<file path="src/sv/qre_pkg.sv">
`timescale 1ns / 1ps

package qre_pkg;

	localparam int MAX_COLORS_DEF = 64;
	localparam int VALUE_BITS_DEF = 32;

	localparam int CFG_W     = 7;
	localparam int FUNC_W    = 2;
	localparam int SAMPLE_W  = 32;
	localparam int IDX_W     = 31;
	localparam int COLOR_W   = 6;
	localparam int S_DATA_W  = 96;
	localparam int M_DATA_W  = 96;

	localparam logic [CFG_W-1:0] COLORS_RESET = 7'd16;
	localparam logic [IDX_W-1:0] LEN_MAX      = {IDX_W{1'b1}};

	localparam logic [FUNC_W-1:0] FUNC_SCAN  = 2'd0;
	localparam logic [FUNC_W-1:0] FUNC_ENTRY = 2'd1;
	localparam logic [FUNC_W-1:0] FUNC_FLUSH = 2'd2;

	typedef struct packed {
		logic [IDX_W-1:0] row;
		logic [IDX_W-1:0] col;
		logic [IDX_W-1:0] len;
	} run_t;

endpackage

</file>
<file path="src/sv/qre_div.sv">
`timescale 1ns / 1ps

// Restoring divider: one quotient bit per cycle. The numerator is shifted in
// bit by bit behind a remainder that always stays below the divisor.
module qre_div
	import qre_pkg::*;
#(
	parameter int VB = VALUE_BITS_DEF,
	parameter int QW = $clog2(MAX_COLORS_DEF)
) (
	input  logic             clk,
	input  logic             arst_n,
	input  logic             start,
	input  logic [VB+QW-1:0] num,
	input  logic [VB-1:0]    den,
	output logic             done,
	output logic [QW-1:0]    quo
);

	localparam int CNT_W = $clog2(QW + 1);

	logic [VB-1:0]    rem_q;
	logic [QW-1:0]    num_q;
	logic [QW-1:0]    quo_q;
	logic [CNT_W-1:0] cnt_q;
	logic             busy_q;
	logic [VB:0]      trial;
	logic             fits;

	assign trial = {rem_q, num_q[QW-1]};
	assign fits  = trial >= {1'b0, den};
	assign done  = busy_q && (cnt_q == CNT_W'(QW - 1));
	assign quo   = quo_q;

	always_ff @(posedge clk or negedge arst_n) begin
		if (!arst_n) begin
			busy_q <= 1'b0;
			cnt_q  <= '0;
		end else if (start) begin
			busy_q <= 1'b1;
			cnt_q  <= '0;
		end else if (busy_q) begin
			cnt_q <= cnt_q + CNT_W'(1);
			if (done) begin
				busy_q <= 1'b0;
			end
		end
	end

	always_ff @(posedge clk) begin
		if (start) begin
			// quotient is known to fit QW bits, so the high part is already below den
			rem_q <= num[VB+QW-1:QW];
			num_q <= num[QW-1:0];
		end else if (busy_q) begin
			if (fits) begin
				rem_q <= VB'(trial - {1'b0, den});
			end else begin
				rem_q <= trial[VB-1:0];
			end
			num_q <= QW'({num_q, 1'b0});
			quo_q <= QW'({quo_q, fits});
		end
	end

endmodule

</file>
<file path="config.mk">
export PLATFORM = sky130hd
export DESIGN_NAME = qre_div
export DESIGN_NICKNAME = d
export VERILOG_FILES = /design/src/sv/qre_pkg.sv /design/src/sv/qre_div.sv
export SDC_FILE = /design/constraint.sdc
export NUM_CORES = 1
export LEC_CHECK = 0
export BUFFER_PORTS_ARGS = -buffer_cell sky130_fd_sc_hd__buf_4
export CAP_MARGIN = 20
export CORE_MARGIN = 5
export CORE_UTILIZATION = 50
export CTS_CLUSTER_DIAMETER = 80
export DETAILED_ROUTE_END_ITERATION = 7
export GPL_TIMING_DRIVEN = 0
export HOLD_SLACK_MARGIN = 0.1
export PLACE_DENSITY = 0.73
export SLEW_MARGIN = 25
export SYNTH_ARGS = -nofsm -noshare
export SYNTH_HDL_FRONTEND = slang
export SYNTH_SLANG_ARGS = --single-unit
</file>
<file path="constraint.sdc">
create_clock -name clk -period 6.3 [get_ports clk]
set_clock_uncertainty 0.1 [all_clocks]
set_input_delay 0.945 -clock clk [delete_from_list [all_inputs] [get_ports clk]]
set_output_delay 0.945 -clock clk [all_outputs]
set_load 0.02 [all_outputs]
</file>
==> flow_metrics.py <==
metrics = {
    "run_status": {
        "outcome": "finished clean",
    },
    "routing": {
        "vias_per_cell": 5.58,
        "routedWlPerCell_microns": 16.0,
        "ant_nets": 0,
        "drt_iter0_drc": 152,
        "first_pass_iters": 5,
        "drc": 0,
        "routed_wirelength_microns": 10300,
        "vias": 3573,
    },
    "sta": {
        "slew_headroom_pct": 37.7,
        "fmax_ghz": 0.245,
        "worstMarginPinSlew_ps": 934,
        "period_minus_slack_ps": 4080,
        "finalCritPeriodShare_pct": 64.7,
        "fin_setup_tns_ps": 0,
        "maxSlewViolCount": 0,
        "setup_viol": 0,
        "rsz0062_at_grt": "false",
        "hold_viol_final": 0,
    },
    "synth": {
        "synth_edf_count": 44,
        "netlist.area_leader.share_pct": 30.3,
        "synth_nets": 553,
        "synth_largest_area_cell": "edfxtp_1",
        "ys_ff_latch": 48,
        "synthCells": 445,
        "synth_area_leaders": "edfxtp_1 30%, ha_1 9.8%, mux2_2 8.8%, xnor2_1 3.8%, mux2_4 3.4%",
        "yosys_most_used_dff": "edfxtp_1",
        "synth_cell_types": 59,
        "async_reset_ff_share_pct": 8.33,
        "synth_area_sq_um": 4360,
        "seq_area_frac_synth_pct": 32.6,
        "yosysWarnings": 0,
        "synth.avg_cell_area_sq_um": 9.80,
    },
    "power_and_ir_drop": {
        "leakagePower_nw": 2.39,
        "clkPwrFrac_pct": 9.8,
        "power.internal_mw": 1.45,
        "pwr-share-comb_pct": 66.6,
        "switching_power_mw": 1.01,
        "power_density_nw_per_um2": 473,
        "switching_share_pct": 40.9,
        "vdd_drop_max_v": 0.000192,
        "p_seq_share_pct": 23.6,
    },
    "final_layout": {
        "drive_above_1_share_pct": 28.6,
        "antennaDiodeCount": 0,
        "syn2layout_area_growth_pct": 19.4,
        "post-route-util_pct": 60.6,
        "design_area_sq_um": 5200,
        "fin_nets": 639,
        "final-instance-count-excl-fill": 640,
    },
    "clock_tree": {
        "cts_root_buf": "clkbuf_8",
        "path_clk_slew_ps": 100,
        "htree_num_levels": 2,
        "clk_latency_ps": 310,
        "clkSinkCount": 48,
        "holdBufCountCts": 0,
        "post_cts_buffers": 0,
        "cts_buffers": 5,
        "cts_tree": "built",
        "cts_buffer_depth": 2,
        "cts_resized": 0,
    },
    "global_routing": {
        "grt_pass1_wl_microns": 16800,
        "grt.total_usage_pct": 19.7,
        "grt_antenna_before_repair": 0,
        "grt_max_degree": 39,
        "grt-ovfl-total": 0,
        "grt_pass1_vias": 3688,
    },
    "worst_setup_path": {
        "setup.worst_path.start": "den[11]",
        "crit_arrival_ps": 4050,
        "path_buf_inv": 4,
        "ff2ff_path_depth": 11,
        "reg2reg_to": "rem_q[25]",
        "crit_required_ps": 6270,
        "r2r-start": "rem_q[10]",
        "cp.depth": 13,
        "critPathCapture": "rem_q[25]",
        "path_delay_family": "compound AO/OA/AOI/OAI gates",
        "timing.reg2reg.setup_slack_ps": 2540,
        "crit_path_end_kind": "flop",
        "cpMostUsedCell": "buf_4",
        "crit_path_max_fanout": 10,
        "cp_cell_sequence": "buf_4, inv_1, ha_1, clkbuf_1, nand3_1, nor3_1, o21ai_1, a21oi_1, a211oi_2, o31ai_4, buf_4, mux2_4, mux2_2",
        "cp_slowest_stage_delay_ps": 520,
        "crit_path_top_delay_cell": "o31ai_4",
        "critPathKind": "input port to flop",
        "startpoint_type": "input port",
    },
    "place": {
        "dp.cells": 632,
        "dp_hpwl_microns": 8030,
        "dpl-instance-area_sq_um": 5090,
        "finalWeightedCongestion": 0.935,
        "port-buffer-count": 79,
    },
    "worst_hold_path": {
        "min-delay-path-class": "input port to async pin",
    },
    "floorplanning": {
        "coreArea_sq_um": 8590,
        "chipHeight_microns": 103,
        "die_w_microns": 103,
        "dieArea_sq_um": 10700,
        "start_util_pct": 50.7,
        "io_pins": 80,
        "row_count": 34,
    },
    "run": {
        "maxCapViolations": 0,
    },
}
per-stage QoR:
step	setup WS (ps)	hold slack (ps)	total power [mW]
after detailed placement	1950	342	2.22
after floorplan	2430	419	1.90
after CTS	2260	305	2.47
after global routing	2020	294	2.67
after global placement	1960	333	2.18
final	2220	312	2.46
worst min path at each step:
stage	start	slack [ps]	depth (start not counted)	endpoint
global placement	quo[1]	330	0	quo[2]
detailed placement	quo[3]	340	0	quo[4]
finish	arst_n	310	1	cnt_q[0]
floorplan	cnt_q[2]	420	2	cnt_q[2]
CTS	arst_n	300	1	cnt_q[1]
global route	arst_n	290	1	cnt_q[1]
cell type report:
type	count	area (sq um)
Inverter	39	146
Multi-Input combinational cell	335	2680
Clock buffer	5	68.8
Timing Repair Buffer	79	593
Sequential cell	48	1420
Tap cell	108	135
Buffer	23	109
Clock inverter	3	47.5
Fill cell	777	3390
cells in the mapped netlist (3+ instances only):
cell type	n
nand2_1	25
dfrtp_1	4
nand4_1	7
and3_1	3
a221o_1	3
and4_1	3
edfxtp_1	44
nor3_1	7
ha_1	34
o21ai_0	23
buf_2	3
clkbuf_1	16
mux2i_1	10
nor3b_1	5
nor2_1	27
inv_1	39
xor2_1	9
a31oi_1	4
mux2_2	34
o21a_1	8
mux2_4	10
nor2b_1	6
a21oi_1	28
nand3_1	8
buf_4	3
a211oi_1	3
xnor2_1	19
a21o_1	19
per-layer routing:
layer / global-route usage, % / vias up / share of wire [%]
met1: 25.6 / 1656 / 43
met2: 33.8 / 113 / 49
met3: 3.62 / 9 / 6.7
li1: - / 1795 / -
met4: 5.28 / 0 / 1.2
met5: 0 / - / 0
state kept, by name, indices dropped and copies added, names as in the netlist:
signal and flops:
quo 6, cnt_q 3, rem_q 32, busy_q 1, num_q 6
power groups by stage:
stage               Combinational, mW  Clock (mW)  Sequential, mW
global placement                 1.60           0           0.581
finish                           1.64       0.241           0.581
floorplan                        1.32           0           0.573
global route                     1.82       0.260           0.594
detailed placement               1.63           0           0.588
CTS                              1.64       0.247           0.581
kinds of logic after synthesis:
group           Yosys count  share of synthesized area, %
simple gates            105                          12.5
xor+xnor                 28                          5.62
fa+ha+maj                35                          10.2
flops                    48                          32.6
mux                      56                          15.0
compound gates          111                          18.2
buf+inv                  62                          5.85
cell usage in the layout (no fill, tap or decap), types with 3 or more instances in the layout:
| cell type | n |
|---|---|
| buf_4 | 82 |
| edfxtp_1 | 44 |
| inv_1 | 39 |
| mux2_2 | 34 |
| ha_1 | 34 |
| a21oi_1 | 28 |
| nor2_1 | 27 |
| nand2_1 | 25 |
| o21ai_0 | 23 |
| a21o_1 | 19 |
| xnor2_1 | 19 |
| clkbuf_1 | 16 |
| mux2_4 | 10 |
| mux2i_1 | 10 |
| xor2_1 | 9 |
| nand3_1 | 8 |
| o21a_1 | 8 |
| nor3_1 | 7 |
| nand4_1 | 7 |
| nor2b_1 | 6 |
| nor3b_1 | 5 |
| clkbuf_8 | 5 |
| a31oi_1 | 4 |
| dfrtp_1 | 4 |
| buf_2 | 3 |
| and4_1 | 3 |
| and3_1 | 3 |
| a211oi_1 | 3 |
| a221o_1 | 3 |
Note: power is estimated with default switching activity, not from simulation.
